<file path="src/rtl/acfp_pkg.sv">
`default_nettype none

package acfp_pkg;

   // Widths of the item fields on both channels.
   localparam int unsigned RX_BYTE_W = 8;
   localparam int unsigned STATUS_W  = 2;
   localparam int unsigned CAN_ID_W  = 32;
   localparam int unsigned LENGTH_W  = 4;
   localparam int unsigned PAYLOAD_W = 64;

   // Line status reported with every carriage return.
   typedef enum logic [STATUS_W-1:0] {
      STATUS_OK       = 2'd0,
      STATUS_BAD_TYPE = 2'd1,
      STATUS_BAD_LEN  = 2'd2,
      STATUS_BAD_HEX  = 2'd3
   } status_type;

   // Characters with a meaning to the parser.
   localparam logic [RX_BYTE_W-1:0] CHAR_CR      = 8'h0D;
   localparam logic [RX_BYTE_W-1:0] CHAR_EXT_LO  = 8'h78;  // x
   localparam logic [RX_BYTE_W-1:0] CHAR_EXT_UP  = 8'h58;  // X
   localparam logic [RX_BYTE_W-1:0] CHAR_STD_LO  = 8'h74;  // t
   localparam logic [RX_BYTE_W-1:0] CHAR_STD_UP  = 8'h54;  // T

   // Decoded hex digit: valid flag and nibble value.
   typedef struct packed {
      logic       valid;
      logic [3:0] value;
   } hex_digit_type;

   function automatic hex_digit_type hex_decode(input logic [RX_BYTE_W-1:0] c);
      hex_digit_type d;
      d.valid = 1'b1;
      d.value = 4'd0;
      if (c >= 8'h30 && c <= 8'h39) begin
         d.value = 4'(c - 8'h30);
      end else if (c >= 8'h61 && c <= 8'h66) begin
         d.value = 4'(c - 8'h57);
      end else if (c >= 8'h41 && c <= 8'h46) begin
         d.value = 4'(c - 8'h37);
      end else begin
         d.valid = 1'b0;
      end
      return d;
   endfunction

endpackage

`default_nettype wire

</file>
<file path="src/rtl/acfp_if.sv">
`default_nettype none

// Channel that carries received characters into the parser.
interface acfp_req_if
   import acfp_pkg::*;
();
   logic                 valid;
   logic                 ready;
   logic [RX_BYTE_W-1:0] rx_byte;

   modport source (output valid, output rx_byte, input ready);
   modport sink   (input valid, input rx_byte, output ready);
endinterface

// Channel that carries one parsed frame line out of the parser.
interface acfp_rsp_if
   import acfp_pkg::*;
();
   logic                 valid;
   logic                 ready;
   logic [STATUS_W-1:0]  status;
   logic                 extended;
   logic [CAN_ID_W-1:0]  can_id;
   logic [LENGTH_W-1:0]  length;
   logic [PAYLOAD_W-1:0] payload;

   modport source (output valid, output status, output extended, output can_id,
                   output length, output payload, input ready);
   modport sink   (input valid, input status, input extended, input can_id,
                   input length, input payload, output ready);
endinterface

`default_nettype wire

</file>
<file path="src/rtl/ascii_can_frame_parser.sv">
`default_nettype none

// ASCII CAN frame line parser. Characters enter on the req_chan channel one
// item per cycle and are parsed as text lines ended by a carriage return: a
// type character (x or X for an extended frame with EXT_ID_DIGITS hex id
// digits, t or T for a standard frame with STD_ID_DIGITS digits), two hex
// length digits, then two hex digits per data byte, high nibble first. Every
// carriage return, and nothing else, produces one item on rsp_chan carrying
// the status, the extended flag, the unmasked id, the length and the data
// bytes packed with byte 0 in bits 7..0. When the status is not ok, all the
// other fields read zero. Characters after the payload are ignored. The
// block takes one character every cycle unless it stalls: a character is
// captured in an input register, and when it is processed from there a single
// per-character update of the line state writes the parse state and, on a
// carriage return, the result register, which drives rsp_chan. Input only
// stalls when a carriage return waits in the input register while the
// previous result is still held by the sink.
module ascii_can_frame_parser
   import acfp_pkg::*;
#(
   parameter int unsigned EXT_ID_DIGITS  = 8,
   parameter int unsigned STD_ID_DIGITS  = 3,
   parameter int unsigned MAX_DATA_BYTES = 8
) (
   input  wire         clock,
   input  wire         reset,
   acfp_req_if.sink    req_chan,
   acfp_rsp_if.source  rsp_chan
);

   localparam logic [4:0] EXT_DIGITS = 5'(EXT_ID_DIGITS);
   localparam logic [4:0] STD_DIGITS = 5'(STD_ID_DIGITS);
   localparam logic [4:0] LEN_DIGITS = 5'd2;
   localparam logic [7:0] MAX_LEN    = 8'(MAX_DATA_BYTES);

   typedef enum logic [2:0] {
      PH_TYPE,
      PH_ID,
      PH_LEN,
      PH_DATA,
      PH_DONE,
      PH_ERR
   } phase_type;

   // Input register.
   logic                 in_valid_ff, in_valid_in;
   logic [RX_BYTE_W-1:0] in_byte_ff, in_byte_in;

   // Line state.
   phase_type            phase_ff, phase_in;
   logic [4:0]           digit_count_ff, digit_count_in;
   logic [CAN_ID_W-1:0]  id_acc_ff, id_acc_in;
   logic [7:0]           len_acc_ff, len_acc_in;
   logic [PAYLOAD_W-1:0] payload_acc_ff, payload_acc_in;
   logic                 extended_ff, extended_in;
   status_type           error_code_ff, error_code_in;

   // Result register.
   logic                 rsp_valid_ff, rsp_valid_in;
   status_type           rsp_status_ff, rsp_status_in;
   logic                 rsp_extended_ff, rsp_extended_in;
   logic [CAN_ID_W-1:0]  rsp_can_id_ff, rsp_can_id_in;
   logic [LENGTH_W-1:0]  rsp_length_ff, rsp_length_in;
   logic [PAYLOAD_W-1:0] rsp_payload_ff, rsp_payload_in;

   logic                 is_cr;
   logic                 advance;
   logic                 process;
   hex_digit_type        digit;
   logic [4:0]           count_next;
   logic [5:0]           nibble_shift;
   logic [7:0]           len_next;
   status_type           line_status;

   // A carriage return may only be processed once the result register is
   // free, or is being emptied in this cycle.
   assign is_cr   = (in_byte_ff == CHAR_CR);
   assign advance = !(in_valid_ff && is_cr && rsp_valid_ff && !rsp_chan.ready);
   assign process = in_valid_ff && advance;
   assign req_chan.ready = !in_valid_ff || advance;

   assign digit      = hex_decode(in_byte_ff);
   assign count_next = digit_count_ff + 5'd1;
   assign len_next   = {len_acc_ff[3:0], digit.value};
   // Byte index times eight, plus four for the high nibble of the byte.
   assign nibble_shift = {digit_count_ff[3:1], ~digit_count_ff[0], 2'b00};

   always_comb begin
      case (phase_ff)
         PH_DONE: line_status = STATUS_OK;
         PH_TYPE: line_status = STATUS_BAD_TYPE;
         PH_ERR:  line_status = error_code_ff;
         default: line_status = STATUS_BAD_HEX;
      endcase
   end

   always_comb begin
      in_valid_in     = in_valid_ff;
      in_byte_in      = in_byte_ff;
      phase_in        = phase_ff;
      digit_count_in  = digit_count_ff;
      id_acc_in       = id_acc_ff;
      len_acc_in      = len_acc_ff;
      payload_acc_in  = payload_acc_ff;
      extended_in     = extended_ff;
      error_code_in   = error_code_ff;
      rsp_valid_in    = rsp_valid_ff && !rsp_chan.ready;
      rsp_status_in   = rsp_status_ff;
      rsp_extended_in = rsp_extended_ff;
      rsp_can_id_in   = rsp_can_id_ff;
      rsp_length_in   = rsp_length_ff;
      rsp_payload_in  = rsp_payload_ff;

      if (process) begin
         in_valid_in = 1'b0;
      end
      if (req_chan.valid && req_chan.ready) begin
         in_valid_in = 1'b1;
         in_byte_in  = req_chan.rx_byte;
      end

      if (process) begin
         if (is_cr) begin
            // Emit the line result, then start a fresh line.
            rsp_valid_in  = 1'b1;
            rsp_status_in = line_status;
            if (line_status == STATUS_OK) begin
               rsp_extended_in = extended_ff;
               rsp_can_id_in   = id_acc_ff;
               rsp_length_in   = len_acc_ff[LENGTH_W-1:0];
               rsp_payload_in  = payload_acc_ff;
            end else begin
               rsp_extended_in = 1'b0;
               rsp_can_id_in   = '0;
               rsp_length_in   = '0;
               rsp_payload_in  = '0;
            end
            phase_in       = PH_TYPE;
            digit_count_in = '0;
            id_acc_in      = '0;
            len_acc_in     = '0;
            payload_acc_in = '0;
            extended_in    = 1'b0;
            error_code_in  = STATUS_OK;
         end else begin
            case (phase_ff)
               PH_TYPE: begin
                  digit_count_in = '0;
                  if (in_byte_ff == CHAR_EXT_LO || in_byte_ff == CHAR_EXT_UP) begin
                     extended_in = 1'b1;
                     phase_in    = PH_ID;
                  end else if (in_byte_ff == CHAR_STD_LO
                               || in_byte_ff == CHAR_STD_UP) begin
                     extended_in = 1'b0;
                     phase_in    = PH_ID;
                  end else begin
                     error_code_in = STATUS_BAD_TYPE;
                     phase_in      = PH_ERR;
                  end
               end
               PH_ID: begin
                  if (!digit.valid) begin
                     error_code_in = STATUS_BAD_HEX;
                     phase_in      = PH_ERR;
                  end else begin
                     id_acc_in      = {id_acc_ff[CAN_ID_W-5:0], digit.value};
                     digit_count_in = count_next;
                     if (count_next >= (extended_ff ? EXT_DIGITS : STD_DIGITS)) begin
                        digit_count_in = '0;
                        phase_in       = PH_LEN;
                     end
                  end
               end
               PH_LEN: begin
                  if (!digit.valid) begin
                     error_code_in = STATUS_BAD_HEX;
                     phase_in      = PH_ERR;
                  end else begin
                     len_acc_in     = len_next;
                     digit_count_in = count_next;
                     if (count_next >= LEN_DIGITS) begin
                        digit_count_in = '0;
                        if (len_next > MAX_LEN) begin
                           error_code_in = STATUS_BAD_LEN;
                           phase_in      = PH_ERR;
                        end else if (len_next == 8'd0) begin
                           phase_in = PH_DONE;
                        end else begin
                           phase_in = PH_DATA;
                        end
                     end
                  end
               end
               PH_DATA: begin
                  if (!digit.valid) begin
                     error_code_in = STATUS_BAD_HEX;
                     phase_in      = PH_ERR;
                  end else begin
                     payload_acc_in = payload_acc_ff
                                      | (PAYLOAD_W'(digit.value) << nibble_shift);
                     digit_count_in = count_next;
                     if ({4'd0, count_next} >= {len_acc_ff, 1'b0}) begin
                        phase_in = PH_DONE;
                     end
                  end
               end
               default: begin
                  // Finished or failed line: wait for the carriage return.
               end
            endcase
         end
      end
   end

   always_ff @(posedge clock) begin
      if (reset) begin
         in_valid_ff    <= 1'b0;
         phase_ff       <= PH_TYPE;
         digit_count_ff <= '0;
         id_acc_ff      <= '0;
         len_acc_ff     <= '0;
         payload_acc_ff <= '0;
         extended_ff    <= 1'b0;
         error_code_ff  <= STATUS_OK;
         rsp_valid_ff   <= 1'b0;
      end else begin
         in_valid_ff    <= in_valid_in;
         phase_ff       <= phase_in;
         digit_count_ff <= digit_count_in;
         id_acc_ff      <= id_acc_in;
         len_acc_ff     <= len_acc_in;
         payload_acc_ff <= payload_acc_in;
         extended_ff    <= extended_in;
         error_code_ff  <= error_code_in;
         rsp_valid_ff   <= rsp_valid_in;
      end
      in_byte_ff      <= in_byte_in;
      rsp_status_ff   <= rsp_status_in;
      rsp_extended_ff <= rsp_extended_in;
      rsp_can_id_ff   <= rsp_can_id_in;
      rsp_length_ff   <= rsp_length_in;
      rsp_payload_ff  <= rsp_payload_in;
   end

   assign rsp_chan.valid    = rsp_valid_ff;
   assign rsp_chan.status   = rsp_status_ff;
   assign rsp_chan.extended = rsp_extended_ff;
   assign rsp_chan.can_id   = rsp_can_id_ff;
   assign rsp_chan.length   = rsp_length_ff;
   assign rsp_chan.payload  = rsp_payload_ff;

endmodule

`default_nettype wire

</file>
<file path="src/flat_wrapper.sv">
// flat-port wrapper written by rule: the top's interface ports become plain ports
module ascii_can_frame_parser_flat import acfp_pkg::*;
#(
   parameter int unsigned EXT_ID_DIGITS  = 8,
   parameter int unsigned STD_ID_DIGITS  = 3,
   parameter int unsigned MAX_DATA_BYTES = 8
)
  (clock, reset, req_chan_valid, req_chan_rx_byte, req_chan_ready, rsp_chan_valid, rsp_chan_status, rsp_chan_extended, rsp_chan_can_id, rsp_chan_length, rsp_chan_payload, rsp_chan_ready);
  acfp_req_if req_chan_i ();
  acfp_rsp_if rsp_chan_i ();
  input  wire clock;
  input  wire reset;
  input wire logic [$bits(req_chan_i.valid)-1:0] req_chan_valid;
  input wire logic [$bits(req_chan_i.rx_byte)-1:0] req_chan_rx_byte;
  output wire logic [$bits(req_chan_i.ready)-1:0] req_chan_ready;
  output wire logic [$bits(rsp_chan_i.valid)-1:0] rsp_chan_valid;
  output wire logic [$bits(rsp_chan_i.status)-1:0] rsp_chan_status;
  output wire logic [$bits(rsp_chan_i.extended)-1:0] rsp_chan_extended;
  output wire logic [$bits(rsp_chan_i.can_id)-1:0] rsp_chan_can_id;
  output wire logic [$bits(rsp_chan_i.length)-1:0] rsp_chan_length;
  output wire logic [$bits(rsp_chan_i.payload)-1:0] rsp_chan_payload;
  input wire logic [$bits(rsp_chan_i.ready)-1:0] rsp_chan_ready;
  assign req_chan_i.valid = req_chan_valid;
  assign req_chan_i.rx_byte = req_chan_rx_byte;
  assign req_chan_ready = req_chan_i.ready;
  assign rsp_chan_valid = rsp_chan_i.valid;
  assign rsp_chan_status = rsp_chan_i.status;
  assign rsp_chan_extended = rsp_chan_i.extended;
  assign rsp_chan_can_id = rsp_chan_i.can_id;
  assign rsp_chan_length = rsp_chan_i.length;
  assign rsp_chan_payload = rsp_chan_i.payload;
  assign rsp_chan_i.ready = rsp_chan_ready;
  ascii_can_frame_parser #(.EXT_ID_DIGITS(EXT_ID_DIGITS), .STD_ID_DIGITS(STD_ID_DIGITS), .MAX_DATA_BYTES(MAX_DATA_BYTES)) u_core (.clock(clock), .reset(reset), .req_chan(req_chan_i), .rsp_chan(rsp_chan_i));
endmodule
</file>
<file path="config.mk">
export PLATFORM = sky130hd
export DESIGN_NAME = ascii_can_frame_parser_flat
export DESIGN_NICKNAME = d
export VERILOG_FILES = /design/src/rtl/acfp_pkg.sv /design/src/rtl/acfp_if.sv /design/src/rtl/ascii_can_frame_parser.sv /design/src/flat_wrapper.sv
export SDC_FILE = /design/constraint.sdc
export NUM_CORES = 1
export LEC_CHECK = 0
export ABC_CLOCK_PERIOD_IN_PS = 6200
export BUFFER_PORTS_ARGS = -buffer_cell sky130_fd_sc_hd__buf_2
export CAP_MARGIN = 20
export CORE_ASPECT_RATIO = 0.9
export CORE_MARGIN = 2
export CORE_UTILIZATION = 50
export DETAILED_ROUTE_END_ITERATION = 8
export GPL_TIMING_DRIVEN = 0
export PLACE_DENSITY = 0.82
export RECOVER_POWER = 100
export SLEW_MARGIN = 5
export SYNTH_ARGS = -nofsm -noshare
export SYNTH_HDL_FRONTEND = slang
export SYNTH_SLANG_ARGS = --single-unit
</file>
<file path="constraint.sdc">
create_clock -name clock -period 6.2 [get_ports clock]
set_input_delay 1.24 -clock clock [delete_from_list [all_inputs] [get_ports clock]]
set_output_delay 1.24 -clock clock [all_outputs]
set_load 0.1 [all_outputs]
</file>
Word level (Yosys, flattened, before mapping)
Cells that the tools add are included.

Output and inout bits: 105. Register bits: 228. Word-level logic and storage cells: 140.

Add/subtract/negate cells: 4. Magnitude comparators: 10. Equality and inequality tests: 20. Reduce and logical (&&, ||, !) cells: 36. Shift operators: 1. Bitwise gates (word level): 2. Muxes and demuxes: 52.

Operator list (number): two-way mux 64 bit (3); two-way mux 32 bit (3); OR 64 bit (1); left shift 4 x 6 -> 64 bit (1); two-way mux 3 bit (11); equality test 8 x 7 -> 1 bit, second input constant (4); two-way mux 5 bit (6); two-way mux 8 bit (3); case mux 5 bit (4 select lines) (1); >= comparator 8 x 7 -> 1 bit, second input constant (2); less-or-equal comparator 8 x 7 -> 1 bit, second input constant (2); two-way mux 4 bit (4); != test 4 x 3 -> 1 bit, second input constant (4); two-way mux 2 bit (7); case mux 2 bit (3 select lines) (2); case mux 3 bit (4 select lines) (1); AND reduction 3 bit (4); nonzero test 2 bit (6); two-way mux 1 bit (11); AND reduction 5 bit (2); >= comparator 5 x 9 -> 1 bit (1); logical AND 1 bit (9); != test 3 x 1 -> 1 bit, second input constant (3); != test 3 x 2 -> 1 bit, second input constant (3); other kinds (24) (31).

Depth between registers and ports, before layout
Word-level depth: 12. Depth in mapped cells: 11.

Worst setup path before layout
Ideal clock, no wire load.

Kind: input port to flip-flop. Start point: input port rsp_chan_ready. End point: register u_core.payload_acc_ff[40]. Setup time: 0.117 ns. Cell stages on the path: 7. Setup slack: 1.182 ns. Data arrival time: 4.901 ns. Data required time: 6.083 ns. Cells stage by stage: nor2b_1 -> nor4_4 -> and2_1 -> nor2_1 -> and2_1 -> clkbuf_1 -> a32o_1.

Word-level cells in the longest chain between the ends: 5.

RTL lines: start: declaration (line flat_wrapper.sv:22) `input wire logic [$bits(rsp_chan_i.ready)-1:0] rsp_chan_ready;`; zero test 1 bit (line ascii_can_frame_parser.sv:78) `assign advance = !(in_valid_ff && is_cr && rsp_valid_ff && !rsp_chan.ready);`; logical AND 1 bit (line ascii_can_frame_parser.sv:78); zero test 1 bit (line ascii_can_frame_parser.sv:78); logical AND 1 bit (line ascii_can_frame_parser.sv:79) `assign process = in_valid_ff && advance;`; AND reduction 3 bit (no line); end signal: assignment (line ascii_can_frame_parser.sv:232) `payload_acc_ff <= payload_acc_in;`; end: declaration (line ascii_can_frame_parser.sv:54) `logic [PAYLOAD_W-1:0] payload_acc_ff, payload_acc_in;`.

No other way between the ends. A chain may end at the register's enable or synchronous reset.

Worst setup path after layout
Start point: register u_core.in_byte_ff[1]. End point: output port req_chan_ready.

Word-level cells in the longest chain between the ends: 6.

RTL lines: start: declaration (line ascii_can_frame_parser.sv:47) `logic [RX_BYTE_W-1:0] in_byte_ff, in_byte_in;`; start signal: assignment (line ascii_can_frame_parser.sv:237) `in_byte_ff <= in_byte_in;`; equality test 8 x 4 -> 1 bit (line ascii_can_frame_parser.sv:77) `assign is_cr = (in_byte_ff == CHAR_CR);`; logical AND 1 bit (3 in a row) (line ascii_can_frame_parser.sv:78); zero test 1 bit (line ascii_can_frame_parser.sv:78); logical OR 1 bit (line ascii_can_frame_parser.sv:80) `assign req_chan.ready = !in_valid_ff || advance;`; end: declaration (line flat_wrapper.sv:15) `output wire logic [$bits(req_chan_i.ready)-1:0] req_chan_ready;`.

No other way between the ends.

==> impl_metrics.tcl <==
set metrics [dict create \
    ant_nets 0 \
    final_common_cell "clkbuf_1" \
    die_w_um 144.1 \
    synth_mux_area_frac 0.01487 \
    crit_fanout 10 \
    hold_end "u_core.payload_acc_ff[22]$_SDFFE_PP0P_" \
    ys_warn_count 0 \
    post_cts_buffers 0 \
    synthSimpleGateAreaFrac 0.1872 \
    cts_buffer_depth 3 \
    drt_pass1_iterations 5 \
    gp_congestion 0.8924 \
    drc 0 \
    finalSetupViolCount 0 \
    multi_input_area_um2 2858 \
    grt_max_degree 63 \
    rsz0062_at_grt "false" \
    clk_pin_slew_ns 0.06 \
    post_cts_resized 0 \
    yosysTopAreaCellShare 0.3772 \
    routed_wl_mm 18.76 \
    max_freq_mhz 213.0 \
    synth_xor_area_frac 0.004955 \
    most-common-layout-cells "clkbuf_1 (148), dfxtp_1 (117), edfxtp_1 (111)" \
    async_flop_share 0 \
    postSynthCellCount 749 \
    cp_slowest_cell "nor3_1" \
    cts_buffers 22 \
    htree_levels 1 \
    arrival_ns 3.45 \
    seq_area_frac_synth 0.6422 \
    holdWs_ns 0.4434 \
    slew_headroom 0.1912 \
    cts_tree "built" \
    cp_cell_sequence "inv_1 > ha_1 > or4b_1 > nor3_1 > nand3_1 > clkbuf_1" \
    status "finished, final reports clean" \
    synth_top_family_by_area "simple AND/OR/NAND/NOR gates" \
    synth_area_leaders "edfxtp_1 (38%), dfxtp_1 (27%), and2_1 (7.5%)" \
    ir_drop_v 0.0001653 \
    initial_utilization 0.5067 \
    p_per_area_nw_per_um2 289.6 \
    post-route-min-period_ns 4.694 \
    synth_cell_type_count 61 \
    synth_top_flop_cell "dfxtp_1" \
    io_pins 117 \
    crit_family "simple AND/OR/NAND/NOR gates" \
    insertion_delay_ns 0.50 \
    core_um2 17440 \
    die_y_um 130.1 \
    rows 46 \
    r2r_end "u_core.payload_acc_ff[50]$_SDFFE_PP0P_" \
    hold_buffers 0 \
    endpoint_kind "output port" \
    fillers 1459 \
    io_buffers 115 \
    root_buffer "clkbuf_16" \
    drive_gt1_frac 0.07182 \
    critPathLaunchType "register" \
    pre_cts_slack_ns 2.302 \
    path_buf_inv 2 \
    synth-compound-area-share 0.1029 \
    first_global_vias 5765 \
    antenna_found_initial 0 \
    synthAdderAreaFrac 0.01841 \
    r2r_cells 11 \
    grt_pass1_wl_mm 29.01 \
    area.growth.synth_to_final_pct 15.72 \
    cp_slowest_stage_delay_ns 0.87 \
    worst_pin_slew_ns 1.218 \
    antennaDiodeCount 0 \
    ys_ff_latch 228 \
    max-cap-violations 0 \
    r2r_slack_ns 1.90 \
    netlist_area_um2 8837 \
    final_max_slew_viol_count 0 \
    crit_type "register to output port" \
    die_area_um2 18750 \
    synth-edff-count 111 \
    grtUsageTotal 0.1947 \
    viasPerCell 5.338 \
    setup_ws_ns 1.506 \
    critPathRequiredTime_ns 4.96 \
    drt-wirelength-per-cell_um 16.39 \
    finalCritPeriodShare 0.7572 \
    dp_hpwl_mm 12.87 \
    holdPathStages 2 \
    regArea_um2 5675 \
    synth.net_count 774 \
    numClockSinks 228 \
    fin_skew_ns 0.01065 \
    nNetsFinal 914 \
    synth_top_cell_by_area "edfxtp_1" \
    vias 6112 \
    synth.avg_cell_area_um2 11.80 \
    grt_overflow 0 \
    hp-start "u_core.payload_acc_ff[22]$_SDFFE_PP0P_" \
    dr.first_iter.drc_count 525 \
    hold_class "register to register" \
    leakage_nw 3.646 \
    hold_violations 0 \
    r2r_start "u_core.in_byte_ff[1]$_DFFE_PP_" \
]
through the flow:
step / area (um^2) / total power, mW / std cells / util / setup TNS (ns)
after global placement: 9713 / 1.721 / 1104 / 0.5570 / -9.594
after CTS: 10430 / 2.979 / 1145 / 0.5981 / 0
after floorplan: 8837 / 1.691 / 749 / - / 0
after global routing: 10230 / 3.047 / 1145 / 0.5864 / 0
after detailed placement: 9736 / 1.724 / 1105 / 0.5583 / 0
final: 10230 / 2.961 / 1145 / 0.5864 / 0
tightest hold or removal path: cells and delay by family (launching register included):
family	cells	cell delay [ns]
DFF	1	0.32
AOI/OAI and AO/OA	1	0.05
and+or+nand+nor	1	0.04
report_power, final:
part / switching (mW) / internal, mW
clock network: 0.532 / 0.741
registers: 0.00807 / 1.57
logic: 0.0757 / 0.0300
per-layer routing:
| metal | share of wire | routed length, um | GRT usage |
|---|---|---|---|
| met5 | 0 | 0 | 0 |
| met4 | 0.028 | 532 | 0.06967 |
| met3 | 0.063 | 1185 | 0.03046 |
| met2 | 0.47 | 8850 | 0.3269 |
| met1 | 0.44 | 8194 | 0.2590 |
worst max-delay path by stage:
stage | from | to | slack (ns) | cells after the start
floorplan | rsp_chan_ready | u_core.payload_acc_ff[40]$_SDFFE_PP0P_ | 1.18 | 7
global placement | rsp_chan_ready | u_core.payload_acc_ff[7]$_SDFFE_PP0P_ | -0.24 | 7
detailed placement | rsp_chan_ready | u_core.payload_acc_ff[28]$_SDFFE_PP0P_ | 2.30 | 10
CTS | u_core.in_byte_ff[1]$_DFFE_PP_ | req_chan_ready | 2.10 | 6
global route | u_core.in_byte_ff[1]$_DFFE_PP_ | req_chan_ready | 1.35 | 6
finish | u_core.in_byte_ff[1]$_DFFE_PP_ | req_chan_ready | 1.51 | 6
sequential cells by signal (all words and copies together) (netlist names):
register	cells
u_core.rsp_chan.valid	1
u_core.extended_ff	1
u_core.phase_ff	3
u_core.rsp_chan.status	2
u_core.in_byte_ff	8
u_core.rsp_chan.length	4
u_core.error_code_ff	2
u_core.rsp_chan.payload	64
u_core.rsp_chan.can_id	32
u_core.payload_acc_ff	64
u_core.digit_count_ff	5
u_core.in_valid_ff	1
u_core.len_acc_ff	8
u_core.id_acc_ff	32
u_core.rsp_chan.extended	1
area by class of cell:
cell class	instances	share of cell area
Inverter	16	0.005873
Sequential cell	228	0.5550
Buffer	41	0.01701
Clock inverter	4	0.001958
Tap cell	240	0.02936
Multi-Input combinational cell	464	0.2795
Clock buffer	36	0.06595
Timing Repair Buffer	116	0.04539
cells in the mapped netlist, types with 3 or more instances:
cell type,count
o21ai_0,11
dfxtp_1,117
a22o_1,28
a211o_1,3
nand2_1,88
nor2b_1,6
buf_6,5
nor2_1,27
clkbuf_1,29
nor3_2,3
xor2_1,3
o21ai_2,3
o21ai_1,59
mux2i_1,12
nor4_1,7
a21oi_1,8
o211ai_1,3
a211oi_1,4
nand2b_1,6
inv_1,15
buf_2,7
edfxtp_1,111
nor4b_1,3
and2_1,106
ha_1,13
nor3_1,7
o31ai_1,3
nand3_1,16
a22oi_1,4
cell families (layout without fill, tap and decap cells):
| kind of cell | after synthesis | after routing |
|---|---|---|
| and+or+nand+nor | 294 | 294 |
| DFF | 228 | 228 |
| muxes | 13 | 13 |
| AOI/OAI and AO/OA | 139 | 139 |
| xor gates and xnor gates | 5 | 5 |
| adders and majority gates | 13 | 13 |
| buffers and inverters | 57 | 213 |
No activity file was read; power rests on OpenSTA's default activity.
